$ cat config.mk
export PLATFORM = sky130hd
export DESIGN_NAME = quadrature_encoder_counter
export DESIGN_NICKNAME = d
export VERILOG_FILES = /design/src/rtl/qenc_pkg.sv /design/src/rtl/quadrature_encoder_counter.sv /design/src/rtl/qenc_track.sv /design/src/rtl/qenc_speed.sv
export SDC_FILE = /design/constraint.sdc
export NUM_CORES = 1
export LEC_CHECK = 0
export BUFFER_PORTS_ARGS = -buffer_cell sky130_fd_sc_hd__buf_4
export CELL_PAD_IN_SITES_DETAIL_PLACEMENT = 1
export CELL_PAD_IN_SITES_GLOBAL_PLACEMENT = 1
export CORE_MARGIN = 2
export CORE_UTILIZATION = 35
export CTS_BUF_LIST = sky130_fd_sc_hd__clkbuf_16
export CTS_CLUSTER_DIAMETER = 40
export DETAILED_ROUTE_END_ITERATION = 7
export HOLD_SLACK_MARGIN = 0.08
export PLACE_DENSITY = 0.68
export SLEW_MARGIN = 20
export SYNTH_ARGS = -nofsm -noshare
export SYNTH_HDL_FRONTEND = slang
export SYNTH_SLANG_ARGS = --single-unit
export TNS_END_PERCENT = 50
$ cat constraint.sdc
create_clock -name clk -period 11.8 [get_ports clk]
set_clock_uncertainty 0.15 [all_clocks]
set_input_delay 0 -clock clk [delete_from_list [all_inputs] [get_ports clk]]
set_output_delay 0 -clock clk [all_outputs]
set_load 0.005 [all_outputs]
$ cat src/rtl/qenc_pkg.sv
// shared types, constants and helpers for the quadrature encoder counter
`default_nettype none

package qenc_pkg;

  localparam int COUNT_W = 13;
  localparam int REV_W = 32;
  localparam int CPR_W = 12;
  localparam int SPEED_W = 19;

  typedef logic signed [COUNT_W-1:0] count_t;
  typedef logic signed [REV_W-1:0] rev_t;
  typedef logic [CPR_W-1:0] cpr_t;
  typedef logic [SPEED_W-1:0] speed_t;

  typedef enum logic {
    OP_EDGE   = 1'b0,
    OP_SAMPLE = 1'b1
  } op_t;

  typedef struct packed {
    logic s2;
    logic s3;
  } pipe_en_t;

  localparam cpr_t CPR_RESET = 12'd2472;

  // speed = pulses * 500 / 103, saturating at SPEED_MAX
  localparam logic [8:0] SPEED_MUL = 9'd500;
  localparam speed_t SPEED_MAX = '1;
  // smallest pulse count whose quotient no longer fits the speed field
  localparam logic [32:0] SAT_PULSES = 33'd108004;
  localparam int PROD_W = 26;
  // reciprocal of 103 scaled by 2^33, exact for dividends below 2^26
  localparam int RECIP_W = 27;
  localparam logic [RECIP_W-1:0] RECIP = 27'd83397424;
  localparam int RECIP_SHIFT = 33;

  function automatic logic is_forward(input logic [1:0] prev, input logic [1:0] cur);
    logic fwd;
    fwd = (prev == 2'd0 && cur == 2'd2) || (prev == 2'd2 && cur == 2'd3) ||
          (prev == 2'd3 && cur == 2'd1) || (prev == 2'd1 && cur == 2'd0);
    return fwd;
  endfunction

endpackage

`default_nettype wire

$ cat src/rtl/quadrature_encoder_counter.sv
// quadrature encoder counter: x4 decoding, revolution tracking, speed sampling
//
// Input channel (in_valid/in_stall) carries op, chan_a, chan_b. An edge event
// (op = 0) steps the in-revolution count, wraps it at +/-counts_per_rev into
// the revolution counter and bumps a saturating pulse counter. A sample tick
// (op = 1) reports pulses * 500 / 103 and clears the pulse counter.
// Output channel (out_valid/out_stall) gives one result per input transfer,
// in order: count_in_rev, revolutions, speed, speed_valid.
// One item is taken every cycle while out_stall is not held, through the
// three-register pipeline (state update, pulse multiply, reciprocal
// multiply into the output register).
// When out_stall is held, items already inside fill the free stages and then
// in_stall rises; no result is lost or repeated.
// The counts_per_rev register is written over cfg_valid/cfg_ready/cfg_data;
// the user writes it only while the block is idle, which the block itself does not enforce; cfg_ready is always high.
// Synchronous reset clears all counters, the pipeline and sets
// counts_per_rev to 2472.
`default_nettype none

module quadrature_encoder_counter import qenc_pkg::*; #(
  parameter int PULSE_WIDTH = 16
) (
  input  wire logic                clk,
  input  wire logic                rst,
  input  wire logic                in_valid,
  output logic                     in_stall,
  input  wire logic                op,
  input  wire logic                chan_a,
  input  wire logic                chan_b,
  output logic                     out_valid,
  input  wire logic                out_stall,
  output logic signed [12:0]       count_in_rev,
  output logic signed [31:0]       revolutions,
  output logic [18:0]              speed,
  output logic                     speed_valid,
  input  wire logic                cfg_valid,
  output logic                     cfg_ready,
  input  wire logic [11:0]         cfg_data
);

  cpr_t counts_per_rev;

  logic en1;
  pipe_en_t en;
  logic accept;
  op_t in_op;

  count_t count_next;
  rev_t rev_next;
  logic [PULSE_WIDTH-1:0] pulse;

  logic s1_valid;
  logic s2_valid;
  op_t s1_op;
  op_t s2_op;
  count_t s1_count;
  count_t s2_count;
  rev_t s1_rev;
  rev_t s2_rev;
  logic [PULSE_WIDTH-1:0] s1_pulse;

  assign cfg_ready = 1'b1;

  always_ff @(posedge clk) begin
    if (rst) begin
      counts_per_rev <= CPR_RESET;
    end else if (cfg_valid && cfg_ready) begin
      counts_per_rev <= cfg_data;
    end
  end

  assign en.s3 = !out_valid || !out_stall;
  assign en.s2 = !s2_valid || en.s3;
  assign en1 = !s1_valid || en.s2;
  assign in_stall = !en1;
  assign accept = in_valid && en1;
  assign in_op = op_t'(op);

  qenc_track #(
    .PULSE_WIDTH(PULSE_WIDTH)
  ) u_track (
    .clk       (clk),
    .rst       (rst),
    .accept    (accept),
    .op        (in_op),
    .chan_a    (chan_a),
    .chan_b    (chan_b),
    .cpr       (counts_per_rev),
    .count_next(count_next),
    .rev_next  (rev_next),
    .pulse     (pulse)
  );

  qenc_speed #(
    .PULSE_WIDTH(PULSE_WIDTH)
  ) u_speed (
    .clk   (clk),
    .en    (en),
    .sample(s1_op == OP_SAMPLE),
    .pulse (s1_pulse),
    .speed (speed)
  );

  // valid chain
  always_ff @(posedge clk) begin
    if (rst) begin
      s1_valid <= 1'b0;
      s2_valid <= 1'b0;
      out_valid <= 1'b0;
    end else begin
      if (en1) begin
        s1_valid <= in_valid;
      end
      if (en.s2) begin
        s2_valid <= s1_valid;
      end
      if (en.s3) begin
        out_valid <= s2_valid;
      end
    end
  end

  // payload stages
  always_ff @(posedge clk) begin
    if (en1) begin
      s1_op <= in_op;
      s1_count <= count_next;
      s1_rev <= rev_next;
      s1_pulse <= pulse;
    end
    if (en.s2) begin
      s2_op <= s1_op;
      s2_count <= s1_count;
      s2_rev <= s1_rev;
    end
    if (en.s3) begin
      count_in_rev <= s2_count;
      revolutions <= s2_rev;
      speed_valid <= (s2_op == OP_SAMPLE);
    end
  end

  a_stall_only_when_full: assert property (@(posedge clk) disable iff (rst)
    in_stall |-> (s1_valid && s2_valid && out_valid))
    else $error("input stalled with a free pipeline stage");

  a_edge_result_no_speed: assert property (@(posedge clk) disable iff (rst)
    (out_valid && !speed_valid) |-> (speed == '0))
    else $error("edge result carries a speed value");

  a_sample_clears_pulses: assert property (@(posedge clk) disable iff (rst)
    (accept && op == OP_SAMPLE) |=> (pulse == '0))
    else $error("pulse counter not cleared by sample");

  a_pulse_saturates: assert property (@(posedge clk) disable iff (rst)
    (accept && op == OP_EDGE && (&pulse)) |=> (&pulse))
    else $error("pulse counter wrapped");

endmodule

`default_nettype wire

$ cat src/rtl/qenc_track.sv
// phase decoder with in-revolution, revolution and pulse counters
`default_nettype none

module qenc_track import qenc_pkg::*; #(
  parameter int PULSE_WIDTH = 16
) (
  input  wire logic                   clk,
  input  wire logic                   rst,
  input  wire logic                   accept,
  input  wire op_t                    op,
  input  wire logic                   chan_a,
  input  wire logic                   chan_b,
  input  wire cpr_t                   cpr,
  output count_t                      count_next,
  output rev_t                        rev_next,
  output logic [PULSE_WIDTH-1:0]      pulse
);

  logic [1:0] last_phase;
  count_t count;
  rev_t rev;

  logic [1:0] phase;
  logic signed [COUNT_W:0] stepped;
  logic signed [COUNT_W:0] limit;
  logic wrap_up;
  logic wrap_dn;
  logic [PULSE_WIDTH-1:0] pulse_next;

  always_comb begin
    phase = {chan_a, chan_b};
    stepped = {count[COUNT_W-1], count} +
              (is_forward(last_phase, phase) ? (COUNT_W+1)'(1) : '1);
    limit = $signed({2'b00, cpr});
    wrap_up = stepped >= limit;
    wrap_dn = stepped <= -limit;
    unique case (op)
      OP_EDGE: begin
        if (wrap_up) begin
          count_next = '0;
          rev_next = rev + REV_W'(1);
        end else if (wrap_dn) begin
          count_next = '0;
          rev_next = rev - REV_W'(1);
        end else begin
          count_next = stepped[COUNT_W-1:0];
          rev_next = rev;
        end
        pulse_next = (&pulse) ? pulse : pulse + PULSE_WIDTH'(1);
      end
      OP_SAMPLE: begin
        count_next = count;
        rev_next = rev;
        pulse_next = '0;
      end
      default: begin
        count_next = count;
        rev_next = rev;
        pulse_next = pulse;
      end
    endcase
  end

  always_ff @(posedge clk) begin
    if (rst) begin
      last_phase <= '0;
      count <= '0;
      rev <= '0;
      pulse <= '0;
    end else if (accept) begin
      if (op == OP_EDGE) begin
        last_phase <= phase;
      end
      count <= count_next;
      rev <= rev_next;
      pulse <= pulse_next;
    end
  end

endmodule

`default_nettype wire

$ cat src/rtl/qenc_speed.sv
// two-stage speed scaling: pulses * 500, then reciprocal multiply by 1/103
`default_nettype none

module qenc_speed import qenc_pkg::*; #(
  parameter int PULSE_WIDTH = 16
) (
  input  wire logic                   clk,
  input  wire pipe_en_t               en,
  input  wire logic                   sample,
  input  wire logic [PULSE_WIDTH-1:0] pulse,
  output speed_t                      speed
);

  logic [32:0] pulse_ext;
  logic sample2;
  logic sat2;
  logic [PROD_W-1:0] prod2;
  logic [PROD_W+RECIP_W-1:0] full;

  assign pulse_ext = 33'(pulse);
  assign full = {{RECIP_W{1'b0}}, prod2} * {{PROD_W{1'b0}}, RECIP};

  always_ff @(posedge clk) begin
    if (en.s2) begin
      sample2 <= sample;
      sat2 <= pulse_ext >= SAT_PULSES;
      prod2 <= PROD_W'(pulse_ext[16:0]) * PROD_W'(SPEED_MUL);
    end
  end

  always_ff @(posedge clk) begin
    if (en.s3) begin
      if (!sample2) begin
        speed <= '0;
      end else if (sat2) begin
        speed <= SPEED_MAX;
      end else begin
        speed <= full[RECIP_SHIFT +: SPEED_W];
      end
    end
  end

endmodule

`default_nettype wire

==> results of run 1 <==
## logic make-up after synthesis
kind of cell | after synthesis | share of synthesized area (%)
XOR/XNOR | 114 | 4.24
other | 1 | 0.0159
AND/OR/NAND/NOR | 418 | 9.19
multiplexers | 17 | 0.759
buffers and inverters | 377 | 6.11
adder cells (fa/ha/maj) | 591 | 39.1
AO/OA/AOI/OAI | 318 | 9.02
flip-flops | 274 | 31.6
## flip-flops by register name, summed over array words and instances (netlist names), 2 cells and up
signal	count
u_track.last_phase	2
u_speed.speed	19
s1_count	13
s2_count	13
s1_pulse	16
counts_per_rev	12
u_speed.prod2	23
s1_rev	32
u_track.pulse	16
count_in_rev	13
u_track.rev	32
s2_rev	32
u_track.count	13
revolutions	32
## how the worst min path moves through the flow
stage                 startpoint                  to  slack, ps  depth (start not counted)
floorplan                     op               s1_op        -50                          0
global placement     cfg_data[7]   counts_per_rev[7]         70                          3
detailed placement  cfg_data[11]  counts_per_rev[11]         70                          3
CTS                    cfg_valid  counts_per_rev[11]        210                          3
global route           s1_rev[6]           s2_rev[6]        240                          0
finish                 s1_rev[6]           s2_rev[6]        240                          0
## placed cells by master, fill, tap and decap left out, types with 54 or more instances in the layout
cell                            instances
sky130_fd_sc_hd__ha_1                 349
sky130_fd_sc_hd__inv_1                330
sky130_fd_sc_hd__fa_1                 242
sky130_fd_sc_hd__edfxtp_1             196
sky130_fd_sc_hd__nor2_1               112
sky130_fd_sc_hd__buf_4                 94
sky130_fd_sc_hd__nand2_1               87
sky130_fd_sc_hd__a21oi_1               82
sky130_fd_sc_hd__dfxtp_1               78
sky130_fd_sc_hd__xnor2_1               60
sky130_fd_sc_hd__o21ai_0               59
sky130_fd_sc_hd__dlygate4sd3_1         57
sky130_fd_sc_hd__xor2_1                54
## power by group
| group | internal, uW | switching [uW] | total, uW |
|---|---|---|---|
| sequential | 1300 | 122 | 1420 |
| clock | 737 | 471 | 1210 |
| combinational | 907 | 1450 | 2360 |
| total | 2940 | 2050 | 4990 |
## cell type report
| type | count | share of cell area (%) |
|---|---|---|
| flip-flops and latches | 274 | 27.4 |
| clock inverters | 32 | 1.24 |
| inverters | 328 | 4.53 |
| repair buffers | 152 | 4.80 |
| well taps | 873 | 4.02 |
| clock buffers | 41 | 3.78 |
| multi-input cells | 1459 | 54.2 |
## synth_stat cells (8+ instances only)
cell                       count  area (sq um)
sky130_fd_sc_hd__xnor2_1      60           526
sky130_fd_sc_hd__o21ai_0      59           295
sky130_fd_sc_hd__o21a_1       14           105
sky130_fd_sc_hd__clkbuf_1     37           139
sky130_fd_sc_hd__a22o_1       12           105
sky130_fd_sc_hd__nand2b_1     11          68.8
sky130_fd_sc_hd__o21bai_1     10          75.1
sky130_fd_sc_hd__nand3_1      35           175
sky130_fd_sc_hd__edfxtp_1    196          5890
sky130_fd_sc_hd__dfxtp_1      78          1560
sky130_fd_sc_hd__and2_1       22           138
sky130_fd_sc_hd__o22ai_1       8          50.1
sky130_fd_sc_hd__ha_1        349          4370
sky130_fd_sc_hd__o32ai_1      12           105
sky130_fd_sc_hd__mux2i_1      12           120
sky130_fd_sc_hd__and3_1       17           106
sky130_fd_sc_hd__a21o_1       34           255
sky130_fd_sc_hd__nor3_1       28           140
sky130_fd_sc_hd__a31oi_1      11          68.8
sky130_fd_sc_hd__inv_1       328          1230
sky130_fd_sc_hd__nand2_1      88           330
sky130_fd_sc_hd__a211oi_1      9          67.6
sky130_fd_sc_hd__fa_1        242          4840
sky130_fd_sc_hd__xor2_1       54           473
sky130_fd_sc_hd__a21oi_1      82           410
sky130_fd_sc_hd__nor2_1      112           420
sky130_fd_sc_hd__or3_1        21           131
sky130_fd_sc_hd__and4_1        9          78.8
sky130_fd_sc_hd__o211ai_1     10          75.1
sky130_fd_sc_hd__nand4_1      22           138
sky130_fd_sc_hd__nor2b_1      14          87.6
sky130_fd_sc_hd__nor4_1       10          62.6
## stage by stage
step / hold slack [ps] / power [uW]
3_5_place_dp: 73.4 / 3770
2_1_floorplan: -51.1 / 3080
3_3_place_gp: 66.4 / 3680
6_report: 236 / 4990
4_1_cts: 205 / 5040
5_1_grt: 236 / 5390
## layer usage
layer	up-vias	GRT usage, %	part of all wire (%)
li1	7576	-	-
met1	8109	20.8	43
met2	205	30.5	51
met3	87	1.99	2.5
met4	0	5.88	3.2
met5	-	0	0
==> impl_metrics.yaml, run 1 <==
sta:
  setup_viol_count_final: 0
  timing.fmax_mhz: 135
  timing.final.crit_period_ps: 7390
  unrepaired_setup_endpoints_after_global_routing: "no"
  totalNegativeSetupSlack_ps: 0
  setup_slack_ps: 4410
  timing_max_transition_violations_final: 0
  timing_hold_violations_final: 0
  timing.slew.headroom_pct: 36.3
  max_slew.worst_pin.slew_ps: 955
  period_share_pct: 62.7
cells_and_area:
  seqCellArea_sq_mm: 0.00745
  layout-drive-gt1-share_pct: 8.40
  design_area_sq_mm: 0.0272
  fin_nets: 2866
  area_of_combinational_cells_with_multiple_inputs_sq_mm: 0.0147
  fillerInstances: 7306
  antenna_cells: 0
  areaGrowthSynthToFinish_pct: 15.2
  final_util_pct: 40.6
  layout.cells.non_filler: 3159
place:
  hpwlAfterDp_microns: 44400
  placed_cell_count: 3028
  gp_routability_congestion: 0.822
  dp_worst_setup_slack_ps: 4400
  buffer_ports.inserted: 86
  postPlaceCellArea_sq_mm: 0.0252
job:
  drv_cap: 0
worst_setup_path:
  worst-setup-path-type: "reg2reg"
  timing.critical_path.cells: "ha_1, inv_1, fa_1, inv_1, fa_1, fa_1, inv_1, fa_1, inv_1, fa_1, ha_1, ha_1, and3_1, and4_1, o211ai_1, a21oi_1, nor4_1, o41ai_1, a21oi_1, xnor2_1, and2_1"
  worst_path_dominant_cell_family: "adder cells"
  worstPathRequired_ps: 11960
  timing.critical_path.slowest_cell_delay_ps: 720
  timing.reg2reg.setup_slack_ps: 4410
  regToRegStartpoint: "u_speed.prod2[16]"
  timing.critical_path.buf_inv: 4
  worst-path-stages: 21
  timing.rr.end: "u_speed.speed[13]"
  timing.critical_path.from: "u_speed.prod2[16]"
  timing.critical_path.to_type: "flip-flop"
  critPathArrivalTime_ps: 7550
  critical_path.slowest_cell: "sky130_fd_sc_hd__edfxtp_1"
  cp-endpoint: "u_speed.speed[13]"
  critical_path.most_common_cell: "sky130_fd_sc_hd__fa_1"
  timing.critical_path.from_type: "flip-flop"
  worst_r2r_path_depth: 21
  critical_path.max_fanout: 12
worst_hold_path:
  hold_path_class: "reg2reg"
detailed_routing:
  wl_per_cell_microns: 18.2
  avgViaCountPerCell: 5.06
  route.vias.total: 15977
  remaining_drc_errors: 0
  drt-pass1-iter-count: 5
  drt_first_iter_violations: 637
  final_antenna_net_count: 0
  route.final.wire_length_microns: 57400
floorplan:
  floorplan.die_area_sq_mm: 0.0694
  placementRows: 95
  die_width_microns: 264
  pin_count: 88
  die_height_microns: 264
  core_area_sq_mm: 0.0669
  initial_core_util_pct: 35.2
global_routing:
  grt.total_usage_pct: 16.9
  grt_start_max_net_pins: 71
  grt_pass1_wl_microns: 94500
  number_of_antenna_violations_at_the_first_check_in_global_routing: 0
  grt_overflow_total: 0
  vias_in_the_first_global_route: 17843
outcome:
  status: "finished clean"
synthesis:
  post_synthesis_average_cell_area_sq_um: 11.2
  netlist_instances: 2110
  ys_seq_area_share_pct: 31.6
  synthesis.area_sq_mm: 0.0236
  synth_cell_types: 77
  synthesis.nets: 2721
  yosys_warnings: 0
  ys_ff_latch: 274
  ys_async_sr_fraction_pct: 0
  synth_enable_flop_cells: 196
  synth_ff_type: "sky130_fd_sc_hd__edfxtp_1"
power_and_ir_drop:
  power_leakage_uw: 0.0137
  pwr_density_cell_mw_per_mm2: 184
  ir_worst_vdd_mv: 0.177
cts:
  path_clk_slew_ps: 60
  postCtsHoldBufs: 57
  clock_tree.buffer_depth: 3
  insertion_delay_ps: 560
  cts.repair_timing.setup_buffer_count: 0
  clk_root_buffer_cell: "sky130_fd_sc_hd__clkbuf_16"
  tritoncts: "built"
  htree_num_levels: 2
  clock-sinks: 274
  tritoncts.num_buffers: 40
  ctsResizeCount: 0
No activity file was read; power rests on OpenSTA's default activity.
==> inputs of run 2 (changes only) <==
==> constraint.sdc (replaced) <==
create_clock -name clk -period 7.45 [get_ports clk]
set_clock_uncertainty 0.15 [all_clocks]
set_input_delay 0 -clock clk [delete_from_list [all_inputs] [get_ports clk]]
set_output_delay 0 -clock clk [all_outputs]
set_load 0.005 [all_outputs]
==> run 2 against run 1 <==
Cell count up 1.0%. Via count up 1.9%. Die area unchanged. First-iteration DRC count down 11%. Sequential power up 58%. Register-to-register slack worse by 4100 ps. Worst hold slack better by 1.7 ps. Largest power group unchanged. Power up 60%. Critical endpoint is now u_speed.speed[17].
==> impl_metrics.yaml, run 2 (same netlist as run 1, synthesis figures left out) <==
power_and_ir_drop:
  pwr_density_cell_mw_per_mm2: 291
  power_leakage_uw: 0.0139
  ir_worst_vdd_mv: 0.256
place:
  dp_worst_setup_slack_ps: 53.5
  postPlaceCellArea_sq_mm: 0.0254
  gp_routability_congestion: 0.853
  placed_cell_count: 3052
  buffer_ports.inserted: 86
  hpwlAfterDp_microns: 45600
worst_setup_path:
  worst-setup-path-type: "reg2reg"
  timing.critical_path.to_type: "flip-flop"
  timing.critical_path.from: "u_speed.prod2[7]"
  worst_r2r_path_depth: 19
  timing.critical_path.cells: "fa_1, fa_1, fa_1, fa_1, fa_1, fa_1, inv_1, fa_1, inv_1, ha_1, a21oi_1, o21ai_0, a2111oi_0, o2111ai_1, nand3_1, o21ai_0, a2111oi_2, xnor2_1, and2_1"
  worstPathRequired_ps: 7650
  critical_path.most_common_cell: "sky130_fd_sc_hd__fa_1"
  critical_path.max_fanout: 7
  critical_path.slowest_cell: "sky130_fd_sc_hd__fa_1"
  timing.reg2reg.setup_slack_ps: 350
  timing.critical_path.from_type: "flip-flop"
  timing.critical_path.slowest_cell_delay_ps: 560
  critPathArrivalTime_ps: 7300
  regToRegStartpoint: "u_speed.prod2[7]"
global_routing:
  grt_overflow_total: 0
  grt_pass1_wl_microns: 96900
  vias_in_the_first_global_route: 18114
  number_of_antenna_violations_at_the_first_check_in_global_routing: 0
  grt_start_max_net_pins: 66
  grt.total_usage_pct: 17.3
cts:
  htree_num_levels: 2
  insertion_delay_ps: 590
  clk_root_buffer_cell: "sky130_fd_sc_hd__clkbuf_16"
  clock-sinks: 274
  tritoncts: "built"
  tritoncts.num_buffers: 41
  path_clk_slew_ps: 60
  clock_tree.buffer_depth: 3
sta:
  timing.final.crit_period_ps: 7100
  unrepaired_setup_endpoints_after_global_routing: "yes"
  period_share_pct: 95.3
  setup_slack_ps: 352
  timing.fmax_mhz: 141
  max_slew.worst_pin.slew_ps: 1070
  timing_max_transition_violations_final: 0
  timing.slew.headroom_pct: 26.7
  timing_hold_violations_final: 0
  totalNegativeSetupSlack_ps: 0
  setup_viol_count_final: 0
job:
  drv_cap: 0
worst_hold_path:
  timing.hold.worst_path_depth: 0
  hold_path_startpoint: "s2_rev[5]"
  hold_path_class: "reg2reg"
floorplan:
  die_height_microns: 264
  initial_core_util_pct: 35.2
  pin_count: 88
  die_width_microns: 264
  floorplan.die_area_sq_mm: 0.0694
  placementRows: 95
  core_area_sq_mm: 0.0669
cells_and_area:
  fin_nets: 2897
  layout-drive-gt1-share_pct: 9.92
  final_util_pct: 41.0
  fillerInstances: 7278
  final_cell_mix: "sky130_fd_sc_hd__ha_1 (349), sky130_fd_sc_hd__inv_1 (329), sky130_fd_sc_hd__fa_1 (242)"
  layout.cells.non_filler: 3191
  antenna_cells: 0
  design_area_sq_mm: 0.0275
  layout_commonest_cell: "sky130_fd_sc_hd__ha_1"
  areaGrowthSynthToFinish_pct: 16.5
detailed_routing:
  remaining_drc_errors: 0
  route.final.wire_length_microns: 58900
  route.vias.total: 16286
  drt_first_iter_violations: 564
  avgViaCountPerCell: 5.10
  drt-pass1-iter-count: 5
  final_antenna_net_count: 0
  wl_per_cell_microns: 18.5
outcome:
  status: "finished clean"
-- run 2: cell count changes in the layout (fill, tap and decap cells not counted), sizes merged --
cell         change
buf             +27
bufinv           -3
clkbuf           +2
inv              +3
dlygate4sd3      +3
clkinv           +2
clkinvlp         -2
-- run 2: cell type report --
class	count	area [sq um]	area share, %
inverter	328	1230	4.48
timing repair buffer	182	1520	5.52
tap	873	1090	3.98
sequential	274	7450	27.1
multi-input combinational	1459	14700	53.7
clock buffer	43	1080	3.92
clock inverter	32	360	1.31
-- run 2: through the flow --
stage          power [uW]  hold slack [ps]
5_1_grt              8640              235
6_report             8000              238
2_1_floorplan        4880            -51.1
3_3_place_gp         5860             66.9
3_5_place_dp         6020             72.4
4_1_cts              8090              160
-- run 2: power by group --
part / internal, uW / switching, uW / total [uW]
logic: 1480 / 2310 / 3790
registers: 2050 / 187 / 2240
clock network: 1140 / 826 / 1970
-- run 2: repair_timing --
item / 4_1_cts / 5_1_grt
setup endpoints to repair: 0 / 3
resized for setup: 0 / 5
hold endpoints to repair: 103 / 0
setup buffers: 0 / 4
hold buffers: 60 / 0
-- run 2: path summary, 6_finish.rpt --
| kind | endpoint |
|---|---|
| worst max-delay path | u_speed.speed[17] |
| worst min-delay path | revolutions[5] |
| worst max register to register | u_speed.speed[17] |
| worst min register to register | revolutions[5] |
-- run 2: layer usage --
layer  track usage [%]  up-vias  share of wire, %
li1                  -     7639                 -
met1              21.0     8344                42
met2              32.1      221                53
met3              2.46       82               2.9
met4              4.60        0               2.3
met5                 0        -                 0
-- run 2: worst max-delay path, delay by kind of cell (launching register included) --
family,cells,cell delay (ps)
and+or+nand+nor,2,400
AOI/OAI and AO/OA,6,1610
buffers and inverters,2,100
adders and majority gates,8,3930
xor gates and xnor gates,1,120
DFF,1,550
